[config.mk]
export PLATFORM = sky130hd
export DESIGN_NAME = mprf_out_fifo_flat
export DESIGN_NICKNAME = d
export VERILOG_FILES = /design/src/mprf_pkg.sv /design/src/mprf_if.sv /design/src/mprf_out_fifo.sv /design/src/flat_wrapper.sv
export SDC_FILE = /design/constraint.sdc
export NUM_CORES = 1
export LEC_CHECK = 0
export BUFFER_PORTS_ARGS = -buffer_cell sky130_fd_sc_hd__clkbuf_2
export CORE_MARGIN = 3
export CORE_UTILIZATION = 55
export CTS_CLUSTER_SIZE = 24
export DETAILED_ROUTE_END_ITERATION = 16
export PLACE_DENSITY = 0.76
export SLEW_MARGIN = 20
export SYNTH_ARGS = -nofsm -noshare
export SYNTH_HDL_FRONTEND = slang
export SYNTH_SLANG_ARGS = --single-unit
[constraint.sdc]
create_clock -name clk -period 14.92 [get_ports clk]
set_input_delay 2.238 -clock clk [delete_from_list [all_inputs] [get_ports clk]]
set_output_delay 2.238 -clock clk [all_outputs]
set_load 0.1 [all_outputs]
[src/mprf_pkg.sv]
// Package for the modem packet receive filter: types, codes and sizes.
// Used by every other file of the block but mprf_ram; depends on nothing.
package mprf_pkg;

  localparam int ADDR_MAX   = 64;
  localparam int ADDR_W     = $clog2(ADDR_MAX);
  localparam int PORT_COUNT = 65536;
  localparam int PORT_W     = 16;

  // Argument type ids
  localparam logic [31:0] TYPE_BOOL = 32'd1;
  localparam logic [31:0] TYPE_NUM  = 32'd3;
  localparam logic [31:0] TYPE_STR  = 32'd4;

  typedef enum logic [2:0] {
    OP_PKT   = 3'd0,
    OP_OPEN  = 3'd1,
    OP_CLOSE = 3'd2,
    OP_QUERY = 3'd3,
    OP_ADDR  = 3'd4
  } op_t;

  typedef enum logic [3:0] {
    K_SENDER    = 4'd0,
    K_ACCEPTED  = 4'd1,
    K_ARG_TYPE  = 4'd2,
    K_ARG_BYTE  = 4'd3,
    K_DONE      = 4'd4,
    K_MALFORMED = 4'd5,
    K_DROPPED   = 4'd6,
    K_PORT_REPLY = 4'd7,
    K_BAD_PORT  = 4'd8
  } kind_t;

  // One input request as held in the processing stage
  typedef struct packed {
    logic [2:0]        opcode;
    logic [7:0]        data_byte;
    logic              end_of_packet;
    logic [PORT_W-1:0] port_number;
    logic [5:0]        addr_index;
  } item_t;

  // One result request
  typedef struct packed {
    kind_t              kind;
    logic [7:0]         byte_out;
    logic signed [31:0] value;
    logic [7:0]         arg_index;
    logic               flag;
    logic               last;
  } result_t;

  // Memory writes issued by the processing stage
  typedef struct packed {
    logic              map_we;
    logic [PORT_W-1:0] map_addr;
    logic              map_data;
    logic              own_we;
    logic [ADDR_W-1:0] own_addr;
    logic [7:0]        own_data;
  } mem_wr_t;

  function automatic result_t mk_res(kind_t k, logic [7:0] b, logic [31:0] v,
                                     logic [7:0] idx, logic f);
    result_t r;
    r.kind      = k;
    r.byte_out  = b;
    r.value     = signed'(v);
    r.arg_index = idx;
    r.flag      = f;
    r.last      = 1'b0;
    return r;
  endfunction

endpackage

[src/mprf_if.sv]


interface mprf_out_if;
  logic               valid;
  logic               ready;
  logic [3:0]         kind;
  logic [7:0]         byte_out;
  logic signed [31:0] value;
  logic [7:0]         arg_index;
  logic               flag;
  logic               last;

  modport source (output valid, kind, byte_out, value, arg_index, flag, last,
                  input ready);
  modport sink (input valid, kind, byte_out, value, arg_index, flag, last,
                output ready);
endinterface

[src/mprf_out_fifo.sv]
// Four-entry result queue; takes up to two results a cycle, gives one while the output is ready.
// Depends on mprf_pkg and mprf_if.
module mprf_out_fifo (
  input  logic                clk,
  input  logic                rst_n,
  input  logic [1:0]          push_n,
  input  mprf_pkg::result_t   push0,
  input  mprf_pkg::result_t   push1,
  output logic [2:0]          count,
  mprf_out_if.source          out_ch
);
  import mprf_pkg::*;

  result_t    mem [4];
  logic [1:0] wp_r, wp_nxt, rp_r, rp_nxt;
  logic [2:0] cnt_r, cnt_nxt;
  logic       pop;
  result_t    head;

  assign pop  = out_ch.valid && out_ch.ready;
  assign head = mem[rp_r];

  always_comb begin
    wp_nxt  = wp_r + push_n;
    rp_nxt  = rp_r + {1'b0, pop};
    cnt_nxt = cnt_r + {1'b0, push_n} - {2'b0, pop};
  end

  // Pointers and fill level
  always_ff @(posedge clk) begin
    if (!rst_n) begin
      wp_r  <= '0;
      rp_r  <= '0;
      cnt_r <= '0;
    end else begin
      wp_r  <= wp_nxt;
      rp_r  <= rp_nxt;
      cnt_r <= cnt_nxt;
    end
  end

  // Storage
  always_ff @(posedge clk) begin
    if (push_n != 2'd0) begin
      mem[wp_r] <= push0;
    end
    if (push_n == 2'd2) begin
      mem[wp_r + 2'd1] <= push1;
    end
  end

  assign count            = cnt_r;
  assign out_ch.valid     = (cnt_r != 3'd0);
  assign out_ch.kind      = head.kind;
  assign out_ch.byte_out  = head.byte_out;
  assign out_ch.value     = head.value;
  assign out_ch.arg_index = head.arg_index;
  assign out_ch.flag      = head.flag;
  assign out_ch.last      = head.last;
endmodule

[src/flat_wrapper.sv]
// flat-port wrapper written by rule: the top's interface ports become plain ports
module mprf_out_fifo_flat import mprf_pkg::*;
  (clk, rst_n, push_n, push0, push1, count, out_ch_valid, out_ch_kind, out_ch_byte_out, out_ch_value, out_ch_arg_index, out_ch_flag, out_ch_last, out_ch_ready);
  mprf_out_if out_ch_i ();
  input  logic clk;
  input  logic rst_n;
  input  logic [1:0] push_n;
  input  mprf_pkg::result_t push0;
  input  mprf_pkg::result_t push1;
  output logic [2:0] count;
  output wire logic [$bits(out_ch_i.valid)-1:0] out_ch_valid;
  output wire logic [$bits(out_ch_i.kind)-1:0] out_ch_kind;
  output wire logic [$bits(out_ch_i.byte_out)-1:0] out_ch_byte_out;
  output wire logic [$bits(out_ch_i.value)-1:0] out_ch_value;
  output wire logic [$bits(out_ch_i.arg_index)-1:0] out_ch_arg_index;
  output wire logic [$bits(out_ch_i.flag)-1:0] out_ch_flag;
  output wire logic [$bits(out_ch_i.last)-1:0] out_ch_last;
  input wire logic [$bits(out_ch_i.ready)-1:0] out_ch_ready;
  assign out_ch_valid = out_ch_i.valid;
  assign out_ch_kind = out_ch_i.kind;
  assign out_ch_byte_out = out_ch_i.byte_out;
  assign out_ch_value = out_ch_i.value;
  assign out_ch_arg_index = out_ch_i.arg_index;
  assign out_ch_flag = out_ch_i.flag;
  assign out_ch_last = out_ch_i.last;
  assign out_ch_i.ready = out_ch_ready;
  mprf_out_fifo u_core (.clk(clk), .rst_n(rst_n), .push_n(push_n), .push0(push0), .push1(push1), .count(count), .out_ch(out_ch_i));
endmodule
==> results.md <==
- Status: completed
- Combinational share of power: 0.364
- Power Dens Cells: around 170 mW/mm^2
- Asr flop ratio synth: 0
- Peak VDD IR: 0.156 mV
- Fin cells: 1009
- CTS root buffer: clkbuf_16
- Number of synthesized flops with an enable pin: 216
- Initial DRC count: 418
- Max Slew Vio Count: 0
- Post-CTS setup buffers: 0
- Top post-synthesis cells by area: edfxtp_1 (60%), mux2_2 (22%), mux4_2 (11%), dfxtp_1 (1.3%), buf_6 (1.1%)
- Crit path kind: reg -> out
- CTS tree: yes
- All-Layer GR Usage: 0.217
- Sw frac: 0.396
- Final Skew: 0.00786 ns
- Post-synth top cells: edfxtp_1 (216), mux2_2 (216), mux4_2 (54), buf_2 (13), buf_6 (11)
- Die area: around 0.021 sq mm
- GR peak layer: met2
- Total gr overflow: 0
- Register bit count reported by yosys: 223
- Rows: 50
- # Max-Cap Violations: 0
- Layout Utilization: 0.661
- P_sw: between 0.0008 and 0.0009 W
- Initial Util: 0.571
- Final wirelength: 23400 um
- Share of cells above drive strength 1: 0.651
- Placer Congestion: 0.768
- Clock latency on the worst-skew pair: around 0.5 ns
- Cells on Worst Hold Path: 2
- GR Layer Usage met1: 0.286
- Antenna-violating nets left: 0
- Tcrit/Tclk final: 0.343
- First-pass GRT wire length: 36200 um
- Synth top area share: 0.598
- I/O pins: 171
- Worst Path Required: 12.68 ns
- Final Hold Viols: 0
- Leakage: 4.44 nW
- Synth Instances: 566
- Die Wd: 146 um
- Min-Delay Path Class: reg -> reg
- Post-layout min period: 5.12 ns
- Int Pwr: approximately 0.0013 W
- Critical Path Sink Type: output pin
- Worst r2r dst: u_core.mem[2][23]
- Area grow syn2layout: 15.9%
- Clock Power Share: 0.254
- Post-synthesis sequential area ratio: 0.610
- Worst Max-Slew Pin Slew: 1.06 ns
- RSZ-0062 raised after global routing: false
- Number of global-route vias before repair: about 6500
- Worst-path clk slew: 0.06 ns
- Startpoint types: flop
- Slew headroom: 0.295
- Hold path endpoint: u_core.rp_r[0]
- CTS-repair resized insts: 0
- Worst reg-to-reg path cell count: 3
- Hold_buf cts: 0
- DR vias/cell: 5.93
- Core box area: 0.0190 sq mm
- Drt pass-1 iters: 4
- Clk buf depth: 3
- Pin count of the biggest net entering global routing: between 50 and 60
- Top FF cell, synth: edfxtp_1
- # DRC: 0
- Total CTS buffers: 23
- Netlist Area Pre-Place: 0.0109 sq mm
- Fill count: 1330
- Final setup viols: 0
- CP arrival: 2.88 ns
- Placed insts: 967
- Final Net Count: 849
- Worst hold path startpoint: u_core.rp_r[0]
- Cell type with the largest total area after synthesis: edfxtp_1
- Syn Area/Cell: ~19 sq um
- Crit Path Max Fanout: 39
- PortBufs: between 150 and 200
- Fmax: 195 MHz
- Yosys warns: 0
- Initial antenna violation count: 1
- Met3 Use GR: 0.0484
- WL per Instance: 23.2 um
- Hpwl dp: 13700 um
- Reg2Reg Setup Slack: 11.98 ns
- Mapped Nets: 683
- Grt met2 use: 0.373
- Sequential Power Share: 0.381
- Die Y: 146 um
- Setup tns final: 0 ns
- CTS H-tree depth: 1
- Sink Count: 223
- Yosys cell types: 28
- Reg-to-reg startpoint: u_core.wp_r[1]
- Vias post-DR: about 6000
## sequential cells by signal, indices dropped and copies added, names as in the netlist
name          cells
u_core.mem      216
u_core.count      3
u_core.rp_r       2
u_core.wp_r       2
## cell families after synthesis
family / Yosys count / share of synthesized area
adder cells (fa/ha/maj): 4 / 0.00530
multiplexers: 274 / 0.340
XOR/XNOR: 2 / 0.00415
buffers and inverters: 41 / 0.0264
flip-flops: 223 / 0.610
AND/OR/NAND/NOR: 17 / 0.0105
AO/OA/AOI/OAI: 5 / 0.00334
## cell usage in the layout, fill, tap and decap left out, drive strengths merged, types with 2 or more instances in the layout
| master | instances |
|---|---|
| clkinv | 5 |
| o21bai | 2 |
| mux4 | 54 |
| and2 | 3 |
| mux2i | 4 |
| nand2b | 2 |
| nor2 | 2 |
| edfxtp | 216 |
| inv | 4 |
| dfxtp | 7 |
| and4bb | 2 |
| nand2 | 2 |
| clkbuf | 205 |
| buf | 8 |
| xnor3 | 2 |
| nor2b | 2 |
| ha | 3 |
| mux2 | 216 |
## worst max-delay path, cell delays in order, from the launching register on
cell and delay [ns]:
dfxtp_4 0.58, buf_4 0.72, mux4_2 0.64, clkbuf_2 0.39
## through the flow
stage	power [W]	hold slack, ns	setup slack, ns	area, sq um
final	0.00211	0.659	9.80	12600
after global routing	0.00217	0.714	9.61	12600
after CTS	0.00212	0.680	9.71	12600
after detailed placement	0.00159	0.670	10.02	11900
after global placement	0.00158	0.660	10.04	11900
after floorplan	0.00146	0.626	8.10	10900
## worst max-delay path by stage
stage	from	endpoint	slack [ns]
global route	u_core.rp_r[0]	out_ch_kind[3]	9.61
detailed placement	push_n[0]	u_core.mem[2][21]	10.02
global placement	push_n[0]	u_core.mem[2][25]	10.04
finish	u_core.rp_r[0]	out_ch_value[22]	9.80
floorplan	push_n[1]	u_core.mem[0][0]	8.10
CTS	u_core.rp_r[0]	out_ch_kind[3]	9.71
## routing by layer
layer	share of wire	routed length, um
met5	0	0
met4	0.021	484
met3	0.063	1480
met2	0.51	11900
met1	0.41	9480
## power by group through the flow
stage	registers [W]	clock network, W	logic (W)
after floorplan	0.000821	0	0.000635
after global placement	0.000812	0	0.000765
after detailed placement	0.000817	0	0.000771
after CTS	0.000804	0.000542	0.000773
after global routing	0.000810	0.000568	0.000796
final	0.000803	0.000535	0.000767
## area by class of cell
class                           count  area (sq um)  area share
Antenna cell                        1          2.50    0.000199
Clock buffer                       35           641      0.0509
Clock inverter                      6          52.6     0.00418
Inverter                            4          15.0     0.00119
Multi-Input combinational cell    302          4000       0.318
Sequential cell                   223          6630       0.527
Tap cell                          260           325      0.0259
Timing Repair Buffer              178           911      0.0724
No activity file was read; power rests on OpenSTA's default activity.
